===== src/rtl/rlc_pkg.sv =====
// ----------------------------------------------------------------------------
// Route loop compressor package
// Hop word layout and field widths shared by the store and the controller.
// ----------------------------------------------------------------------------
package rlc_pkg;

  localparam int unsigned ADDR_W = 32;
  localparam int unsigned KIND_W = 2;
  localparam int unsigned HOP_W  = ADDR_W + KIND_W;

  // One stored hop: kind in the upper bits, address below
  typedef struct packed {
    logic [KIND_W-1:0] kind;
    logic [ADDR_W-1:0] addr;
  } hop_t;

endpackage


===== src/rtl/rlc_hop_ram.sv =====
// ----------------------------------------------------------------------------
// Route loop compressor hop store
// Single write port, single read port, registered read data.
// ----------------------------------------------------------------------------
module rlc_hop_ram #(
  parameter int unsigned Depth = 16,
  parameter int unsigned AddrW = 4
) (
  input  logic              clk_i,
  input  logic              wr_en_i,
  input  logic [AddrW-1:0]  wr_addr_i,
  input  rlc_pkg::hop_t     wr_data_i,
  input  logic              rd_en_i,
  input  logic [AddrW-1:0]  rd_addr_i,
  output rlc_pkg::hop_t     rd_data_o
);

  rlc_pkg::hop_t mem_q [Depth];
  rlc_pkg::hop_t rd_data_q;

  // write port
  always_ff @(posedge clk_i) begin
    if (wr_en_i) begin
      mem_q[wr_addr_i] <= wr_data_i;
    end
  end

  // read port, data held until the next enabled read
  always_ff @(posedge clk_i) begin
    if (rd_en_i) begin
      rd_data_q <= mem_q[rd_addr_i];
    end
  end

  assign rd_data_o = rd_data_q;

endmodule


===== src/rtl/route_loop_compressor.sv =====
// ----------------------------------------------------------------------------
// Route loop compressor
// Collects a source route, removes every double back, emits the result.
// ----------------------------------------------------------------------------
// Hops are taken one per cycle while loading; a hop that arrives with the
// store full is dropped and sets the overflow flag on every output word of
// that route. The marked last hop starts compression, during which the input
// is not ready: for each forward position the backward position scans down
// from the last hop, and at the first equal hop (address and kind) the span in
// between is cut and the tail moved down. All work runs through the single
// read port of the hop store and one 34-bit comparator: each forward hop is
// read and latched, each backward hop is read and then compared, and each
// hop moved is read and then written. Emission then reads one output word
// at a time and waits while the output stalls. Loading of the next route
// starts while the last word still waits.
module route_loop_compressor #(
  parameter int unsigned MAX_HOPS = 16
) (
  input  logic                       clk_i,
  input  logic                       rst_ni,
  input  logic                       in_valid_i,
  output logic                       in_ready_o,
  input  logic [rlc_pkg::ADDR_W-1:0] hop_addr_i,
  input  logic [rlc_pkg::KIND_W-1:0] hop_kind_i,
  input  logic                       last_hop_i,
  output logic                       out_valid_o,
  input  logic                       out_ready_i,
  output logic [rlc_pkg::ADDR_W-1:0] out_addr_o,
  output logic [rlc_pkg::KIND_W-1:0] out_kind_o,
  output logic                       out_last_o,
  output logic                       overflow_o
);

  localparam int unsigned IdxW = (MAX_HOPS > 1) ? $clog2(MAX_HOPS) : 1;
  localparam int unsigned CntW = $clog2(MAX_HOPS + 1);
  localparam logic [CntW-1:0] CntMax = CntW'(MAX_HOPS);
  localparam logic [CntW-1:0] CntOne = CntW'(1);

  typedef enum logic [3:0] {
    ST_LOAD,
    ST_FWD_RD,
    ST_FWD_LATCH,
    ST_BACK_RD,
    ST_CMP,
    ST_MOVE_RD,
    ST_MOVE_WR,
    ST_EMIT_RD,
    ST_EMIT_WAIT
  } state_e;

  state_e              state_q;
  logic [CntW-1:0]     len_q;
  logic                ovf_q;
  logic [CntW-1:0]     fwd_q;
  logic [IdxW-1:0]     back_q;
  logic [CntW-1:0]     src_q;
  logic [CntW-1:0]     dst_q;
  logic [CntW-1:0]     k_q;
  rlc_pkg::hop_t       fwd_hop_q;
  logic                out_valid_q;
  rlc_pkg::hop_t       out_hop_q;
  logic                out_last_q;
  logic                out_ovf_q;

  logic                in_fire;
  logic                store_full;
  logic                wr_en;
  logic [IdxW-1:0]     wr_addr;
  rlc_pkg::hop_t       wr_data;
  rlc_pkg::hop_t       in_hop;
  logic                rd_en;
  logic [IdxW-1:0]     rd_addr;
  rlc_pkg::hop_t       rd_data;
  logic                hop_match;
  logic                out_free;
  logic                out_load;

  assign in_ready_o = (state_q == ST_LOAD);
  assign in_fire    = in_valid_i & in_ready_o;
  assign store_full = (len_q == CntMax);
  assign in_hop     = '{kind: hop_kind_i, addr: hop_addr_i};
  assign out_free   = ~out_valid_q | out_ready_i;
  // next output word goes into the output register
  assign out_load   = (state_q == ST_EMIT_WAIT) & out_free;

  // single comparator: stored hop against the held forward hop
  assign hop_match = (rd_data == fwd_hop_q);

  // store write: incoming hop while loading, tail move while compressing
  always_comb begin
    if (state_q == ST_MOVE_WR) begin
      wr_en   = 1'b1;
      wr_addr = dst_q[IdxW-1:0];
      wr_data = rd_data;
    end else begin
      wr_en   = in_fire & ~store_full;
      wr_addr = len_q[IdxW-1:0];
      wr_data = in_hop;
    end
  end

  // store read address select
  always_comb begin
    rd_en   = 1'b0;
    rd_addr = k_q[IdxW-1:0];
    unique case (state_q)
      ST_FWD_RD: begin
        rd_en   = (fwd_q < len_q);
        rd_addr = fwd_q[IdxW-1:0];
      end
      ST_BACK_RD: begin
        rd_en   = (CntW'(back_q) != fwd_q);
        rd_addr = back_q;
      end
      ST_MOVE_RD: begin
        rd_en   = (src_q < len_q);
        rd_addr = src_q[IdxW-1:0];
      end
      ST_EMIT_RD: begin
        rd_en   = 1'b1;
        rd_addr = k_q[IdxW-1:0];
      end
      default: begin
        rd_en   = 1'b0;
        rd_addr = k_q[IdxW-1:0];
      end
    endcase
  end

  rlc_hop_ram #(
    .Depth (MAX_HOPS),
    .AddrW (IdxW)
  ) u_hop_ram (
    .clk_i     (clk_i),
    .wr_en_i   (wr_en),
    .wr_addr_i (wr_addr),
    .wr_data_i (wr_data),
    .rd_en_i   (rd_en),
    .rd_addr_i (rd_addr),
    .rd_data_o (rd_data)
  );

  // sequencer, counters and output word register
  always_ff @(posedge clk_i or negedge rst_ni) begin
    if (!rst_ni) begin
      state_q     <= ST_LOAD;
      len_q       <= '0;
      ovf_q       <= 1'b0;
      fwd_q       <= '0;
      back_q      <= '0;
      src_q       <= '0;
      dst_q       <= '0;
      k_q         <= '0;
      fwd_hop_q   <= '0;
      out_valid_q <= 1'b0;
      out_hop_q   <= '0;
      out_last_q  <= 1'b0;
      out_ovf_q   <= 1'b0;
    end else begin
      if (out_load) begin
        out_valid_q <= 1'b1;
      end else if (out_ready_i) begin
        out_valid_q <= 1'b0;
      end
      unique case (state_q)
        ST_LOAD: begin
          if (in_fire) begin
            if (store_full) begin
              ovf_q <= 1'b1;
            end else begin
              len_q <= len_q + CntOne;
            end
            if (last_hop_i) begin
              fwd_q   <= '0;
              state_q <= ST_FWD_RD;
            end
          end
        end
        ST_FWD_RD: begin
          if (fwd_q < len_q) begin
            back_q  <= IdxW'(len_q - CntOne);
            state_q <= ST_FWD_LATCH;
          end else begin
            k_q     <= '0;
            state_q <= ST_EMIT_RD;
          end
        end
        ST_FWD_LATCH: begin
          fwd_hop_q <= rd_data;
          state_q   <= ST_BACK_RD;
        end
        ST_BACK_RD: begin
          // scan reached the forward position: no loop from this hop
          if (CntW'(back_q) == fwd_q) begin
            fwd_q   <= fwd_q + CntOne;
            state_q <= ST_FWD_RD;
          end else begin
            state_q <= ST_CMP;
          end
        end
        ST_CMP: begin
          if (hop_match) begin
            src_q   <= CntW'(back_q);
            dst_q   <= fwd_q;
            state_q <= ST_MOVE_RD;
          end else begin
            back_q  <= back_q - IdxW'(1);
            state_q <= ST_BACK_RD;
          end
        end
        ST_MOVE_RD: begin
          if (src_q < len_q) begin
            state_q <= ST_MOVE_WR;
          end else begin
            len_q   <= dst_q;
            fwd_q   <= fwd_q + CntOne;
            state_q <= ST_FWD_RD;
          end
        end
        ST_MOVE_WR: begin
          src_q   <= src_q + CntOne;
          dst_q   <= dst_q + CntOne;
          state_q <= ST_MOVE_RD;
        end
        ST_EMIT_RD: begin
          state_q <= ST_EMIT_WAIT;
        end
        ST_EMIT_WAIT: begin
          if (out_free) begin
            out_hop_q   <= rd_data;
            out_ovf_q   <= ovf_q;
            out_last_q  <= ((k_q + CntOne) == len_q);
            if ((k_q + CntOne) == len_q) begin
              len_q   <= '0;
              ovf_q   <= 1'b0;
              state_q <= ST_LOAD;
            end else begin
              k_q     <= k_q + CntOne;
              state_q <= ST_EMIT_RD;
            end
          end
        end
        default: begin
          state_q <= ST_LOAD;
        end
      endcase
    end
  end

  assign out_valid_o = out_valid_q;
  assign out_addr_o  = out_hop_q.addr;
  assign out_kind_o  = out_hop_q.kind;
  assign out_last_o  = out_last_q;
  assign overflow_o  = out_ovf_q;

endmodule

===== config.mk =====
export PLATFORM = sky130hd
export DESIGN_NAME = route_loop_compressor
export DESIGN_NICKNAME = d
export VERILOG_FILES = /design/src/rtl/rlc_pkg.sv /design/src/rtl/rlc_hop_ram.sv /design/src/rtl/route_loop_compressor.sv
export SDC_FILE = /design/constraint.sdc
export NUM_CORES = 1
export LEC_CHECK = 0
export BUFFER_PORTS_ARGS = -buffer_cell sky130_fd_sc_hd__buf_2
export CAP_MARGIN = 40
export CORE_ASPECT_RATIO = 1.1
export CORE_UTILIZATION = 56
export DETAILED_ROUTE_END_ITERATION = 12
export HOLD_SLACK_MARGIN = 0.05
export PLACE_DENSITY = 0.78
export REMOVE_ABC_BUFFERS = 1
export SLEW_MARGIN = 20
export SYNTH_ARGS = -nofsm -noshare
export SYNTH_HDL_FRONTEND = slang
export SYNTH_SLANG_ARGS = --single-unit

===== constraint.sdc =====
create_clock -name clk_i -period 3.9 [get_ports clk_i]
set_clock_uncertainty 0.05 [all_clocks]
set_input_delay 0.78 -clock clk_i [delete_from_list [all_inputs] [get_ports clk_i]]
set_output_delay 0.78 -clock clk_i [all_outputs]
set_load 0.005 [all_outputs]

# Word level (Yosys, flattened, before mapping)
# Memory sizes are Yosys's and may differ from the RTL's. A register that Yosys moved wholly into a read port is not among the register bits.
# Cells that the tools add are included.
# Widths: inputs -> output; s select.
dict set report classes {
  add_sub_neg 7
  n_lt_le_gt_ge 2
  eq_ne 26
  mux 45
  bitwise 6
  reduce_logical 16
}
# operator n
set op_table {}
lappend op_table {{$mux 5} 14}
lappend op_table {{$pmux 4 s9} 1}
lappend op_table {{$eq 34x34->1} 1}
lappend op_table {{$mux 34} 1}
lappend op_table {{$pmux 5 s2} 3}
lappend op_table {{$pmux 5 s3} 2}
lappend op_table {{$add 5x1->5 const B} 5}
lappend op_table {{$mux 4} 6}
lappend op_table {{$ne 2x2->1 const B} 9}
lappend op_table {{$eq 4x3->1 const B} 4}
lappend op_table {{$mux 3} 5}
lappend op_table {{$pmux 4 s3} 1}
lappend op_table {{$lt 5x5->1} 2}
lappend op_table {{$reduce_and 5->1} 2}
lappend op_table {{$reduce_bool 2->1} 5}
lappend op_table {{$mux 1} 9}
lappend op_table {{$eq 4x2->1 const B} 2}
lappend op_table {{$ne 2x1->1 const B} 4}
lappend op_table {{$pmux 4 s2} 1}
lappend op_table {{$sub 4x1->4 const B} 2}
lappend op_table {{$reduce_and 3->1} 2}
lappend op_table {{$reduce_and 6->1} 1}
lappend op_table {{$reduce_bool 3->1} 2}
lappend op_table {{$eq 4x5->1} 1}
lappend op_table {{13 further kinds} 17}
dict set report word_totals {
  ff_bits 105
  ram_bits 544
  inputBits 39
  elab_cells 118
  mem_count 1
}
# name words word_bits read_ports rd_ports_with_merged_regs wr line
set mem_list {}
lappend mem_list {u_hop_ram.mem_q 16 34 1 1 1 rlc_hop_ram.sv:18} ;# rlc_pkg::hop_t mem_q [Depth];

# Longest topological paths before layout
dict set report logic_depth {
  depth_word 6
  mapped_depth 11
}

# Hierarchy
# Synthesis repeated with hierarchy kept, for this count alone.
dict set report hier_totals {
  cells_unflattened 1513
  area_unflattened_um2 27448.8
}
# mod n_inst cells_each area_per_inst_um2 seq_area_each_um2
set modules_own_cells {}
lappend modules_own_cells {rlc_hop_ram 1 888 21416.8 17356.6}
lappend modules_own_cells {route_loop_compressor 1 625 6032.0 2627.5}

# Least setup slack after synthesis
# OpenSTA, ideal clock, no wires.
dict set report synth_path {
  path_type {register -> register}
  start {register state_q[1]}
  end {memory u_hop_ram.mem_q[6][0] (netlist name) (enable)}
  setup_time_ns 0.425
  arrival_time_ns 3.157
  slack_ns 0.268
  stages_incl_launch_ff 8
  n_path_buf 3
  path_cell_list {dfrtp_1 -> buf_2 -> clkbuf_1 -> nand2b_1 -> nor2_1 -> buf_2 -> a31oi_1 -> nor2_1}
}
dict set report synth_via {
  elab_chain_cells 6
  elab_cells_between_ends 8
  classes_between {eq/ne (1); mux (4); bitwise (2); reduce/logical (1)}
}
# item line
set synth_rtl {}
lappend synth_rtl {{start: declaration} route_loop_compressor.sv:51} ;# state_e state_q;
lappend synth_rtl {{start signal: assignment} route_loop_compressor.sv:146} ;# state_q <= ST_LOAD;
lappend synth_rtl {{start signal: assignment} route_loop_compressor.sv:175} ;# state_q <= ST_FWD_RD;
lappend synth_rtl {{start signal: assignment} route_loop_compressor.sv:182} ;# state_q <= ST_FWD_LATCH;
lappend synth_rtl {{$logic_not 4->1} route_loop_compressor.sv:78} ;# assign in_ready_o = (state_q == ST_LOAD);
lappend synth_rtl {{$and 1x1->1} route_loop_compressor.sv:79} ;# assign in_fire = in_valid_i & in_ready_o;
lappend synth_rtl {{$and 1x1->1} route_loop_compressor.sv:96} ;# wr_en = in_fire & ~store_full;
lappend synth_rtl {{$mux 1} route_loop_compressor.sv:91} ;# if (state_q == ST_MOVE_WR) begin
lappend synth_rtl {{$mux 1} rlc_hop_ram.sv:23} ;# if (wr_en_i) begin
lappend synth_rtl {{$mux 1 (implied by the code)} rlc_hop_ram.sv:24} ;# mem_q[wr_addr_i] <= wr_data_i;
lappend synth_rtl {{end: declaration} rlc_hop_ram.sv:18}
# Several ways; a longest one is shown, not always the timed one.

# Worst setup path in the final report
dict set report layout_path {
  start {register state_q[0]}
  end {register, netlist name u_hop_ram.rd_data_o[27]}
}
dict set report layout_via {
  elab_chain_cells 2
  elab_cells_between_ends 6
  classes_between {eq/ne (4); mux (2)}
}
# item line
set layout_rtl {}
lappend layout_rtl {{$eq 4x3->1, or another cell as far along} route_loop_compressor.sv:106} ;# unique case (state_q)
lappend layout_rtl {{$pmux 1 s4 or $pmux 4 s3 (tied branches)} route_loop_compressor.sv:106}
# Several ways; a longest one is shown, not always the timed one.
# A chain may end at the register's enable or synchronous reset.

==> impl_metrics.yaml <==
synth:
  synth_adder_area_share: 0.00668
  synth.cell_area_mm2: 0.0281
  synth-simple-area-share: 0.0675
  postSynth.asyncResetShare: 0.154
  synth-compound-area-share: 0.0728
  yosys_register_bits: 683
  yosysSeqAreaShare: 0.711
  yosys.area.top_type: "edfxtp_1"
  synth_warnings: 0
  synthCells: 1805
  synthXorXnorAreaFrac: 0.0137
  syn_area_per_cell_um2: 15.6
  ys.flop_type: "edfxtp_1"
  ys_top_cells_by_area: "edfxtp_1 62%, dfrtp_1 9.3%, mux2i_1 5.1%, mux2_2 2.9%, mux4_2 2.8%"
  synth_top_family_by_area: "multiplexers"
  synth_edf_count: 578
  synthMuxAreaShare: 0.107
  netlist-cell-type-count: 74
  synth_top_area_frac: 0.618
timing:
  worst_pin_slew_ps: 799
  rsz0062_at_grt: "false"
  period_needed_ps: 3470
  setup_viol: 0
  hold_ws_ps: 156
  fin_setup_tns_ps: 0
  final.setup.worst_slack_ps: 428
  slew_headroom: 0.467
  hold_viol: 0
  maxSlewViolCount: 0
  fin_crit_sh: 0.890
  fmax_ghz: 0.288
detailed_routing:
  route.detailed.drc: 0
  via_count: 16800
  postRouteAntennaNets: 0
  firstDrtPassIters: 5
  drt-vias-per-instance: 6.39
  wl_um: 69200
  drt-initial-drc-count: 2019
  wl_per_cell_um: 26.4
clock_tree:
  ctsHoldBuffers: 0
  htree_num_levels: 3
  cts_setup_buffers: 0
  clock-root-buffer: "clkbuf_16"
  clk_pin_slew_ps: 60
  clock-sinks: 683
  cts_buffer_depth: 3
  insertion_delay_ps: 610
  cts-resized-gates: 0
  numCtsBuffers: 68
  cts_tree: "yes"
worst_setup_path:
  endpoint_kind: "flip-flop"
  cp.arrival_ps: 3760
  crit_fanout: 41
  crit_required_ps: 4190
  startpoint_type: "flip-flop"
  rrSetupSlack_ps: 430
  crit_type: "reg2reg"
floorplan:
  initial_core_util: 0.571
  fp.dieW_um: 216
  io_pins: 77
  die-area_mm2: 0.0511
  dieHeight_um: 237
  row_count: 85
  core_mm2: 0.0492
placed_design:
  dpl_cell_area_mm2: 0.0298
  pre_cts_slack_ps: 461
  dp_hpwl_um: 39000
  dp_cells: 2498
  io_buffers: 76
  gp_congestion: 0.870
global_routing:
  grtUsageTotal: 0.275
  grt_max_degree: 82
  antenna_found_initial: 0
  grt_pass1_wl_um: 105000
  grt_pass1_vias: 17100
  grt-ovfl-total: 0
run_status:
  status: "complete, no violations"
layout:
  final_common_cell: "edfxtp_1"
  drive_gt1_frac: 0.201
  final-seq-area_mm2: 0.0200
  fillers: 3298
  layoutNonFillerInstCount: 2625
  postLayoutCellArea_mm2: 0.0320
  num-nets-final: 1972
  area_growth_pct: 13.9
  multi_input_area_mm2: 0.00773
  final_cell_mix: "578 x edfxtp_1, 203 x nand2_1, 142 x mux2i_1, 105 x dfrtp_1, 84 x a21oi_1"
  antenna_cells: 0
min_path:
  hold_class: "in2async"
pwr:
  p_leak_nw: 11.9
  peakVddDrop_mv: 0.505
  power.density_mw_per_mm2: 740
flow_run:
  maxCapViolations: 0
## registers in the layout, summed over array words and instances (netlist names)
signal	flops
u_hop_ram.rd_data_o	34
fwd_q	5
u_hop_ram.mem_q	544
src_q	5
state_q	4
k_q	5
out_kind_o	2
back_q	4
out_last_o	1
out_addr_o	32
fwd_hop_q	34
len_q	5
ovf_q	1
overflow_o	1
dst_q	5
out_valid_o	1
## report_power, final
part / total [W] / internal (W) / switching [W]
clock: 0.00646 / 0.00372 / 0.00274
combinational: 0.00721 / 0.00303 / 0.00417
sequential: 0.0100 / 0.00924 / 0.000794
## metal layers
layer,GRT usage,part of all wire,up-vias
met2,0.452,0.49,889
met3,0.0441,0.086,179
li1,-,-,7256
met1,0.368,0.39,8462
met5,0,0,-
met4,0.114,0.034,0
## worst max-delay path: stages (launching register included)
cell,delay [ps]
dfrtp_1,670
nand2b_2,300
o21ai_4,260
o21a_4,670
buf_4,370
mux2i_1,230
a221oi_1,110
or4_1,520
## area by class of cell
cell class / count / area share
flip-flops and latches: 683 / 0.624
multi-input cells: 1002 / 0.242
clock buffers: 90 / 0.0593
repair buffers: 148 / 0.0375
well taps: 652 / 0.0255
clock inverters: 35 / 0.00989
inverters: 15 / 0.00176
## final timing paths
kind	from	to	cells past startpoint
min in group clk_i	out_last_o$_DFFE_PN0P_	out_last_o$_DFFE_PN0P_	2
worst max register to register	state_q[0]$_DFFE_PN0P_	u_hop_ram.rd_data_o[27]$_DFFE_PP_	7
worst min register to register	out_last_o$_DFFE_PN0P_	out_last_o$_DFFE_PN0P_	2
max in group asynchronous	rst_ni	back_q[3]$_DFFE_PN0P_	2
worst max-delay path	state_q[0]$_DFFE_PN0P_	u_hop_ram.rd_data_o[27]$_DFFE_PP_	7
worst min-delay path	rst_ni	src_q[4]$_DFFE_PN0P_	1
## per-stage QoR
step | utilization | total power, W
after floorplan | - | 0.0148
after global placement | 0.604 | 0.0170
after detailed placement | 0.605 | 0.0173
after CTS | 0.650 | 0.0237
after global routing | 0.650 | 0.0246
final | 0.650 | 0.0237
## synthesized netlist by cell type (5+ instances only)
library cell,number
edfxtp_1,578
nand2_1,207
mux2i_1,142
dfrtp_1,105
nor2_1,85
a21oi_1,84
mux2_2,72
a221oi_1,70
buf_2,44
clkbuf_1,42
xnor2_1,40
o2bb2ai_1,36
mux4_2,35
or4_1,34
o21ai_0,23
ha_1,15
inv_1,15
nand4_1,15
nand3_1,13
nor3_1,13
a21o_1,8
a31oi_1,8
buf_6,8
nand2b_1,8
buf_1,7
nor2b_1,7
and2_1,5
and3_1,5
o211ai_1,5
## cells by family (layout without fill, tap and decap cells)
kind of cell	Yosys count	count (layout)
buffers and inverters	120	288
AO/OA/AOI/OAI	282	282
adder cells (fa/ha/maj)	15	15
AND/OR/NAND/NOR	412	412
flip-flops	683	683
XOR/XNOR	44	44
multiplexers	249	249
Note: power is estimated with default switching activity, not from simulation.
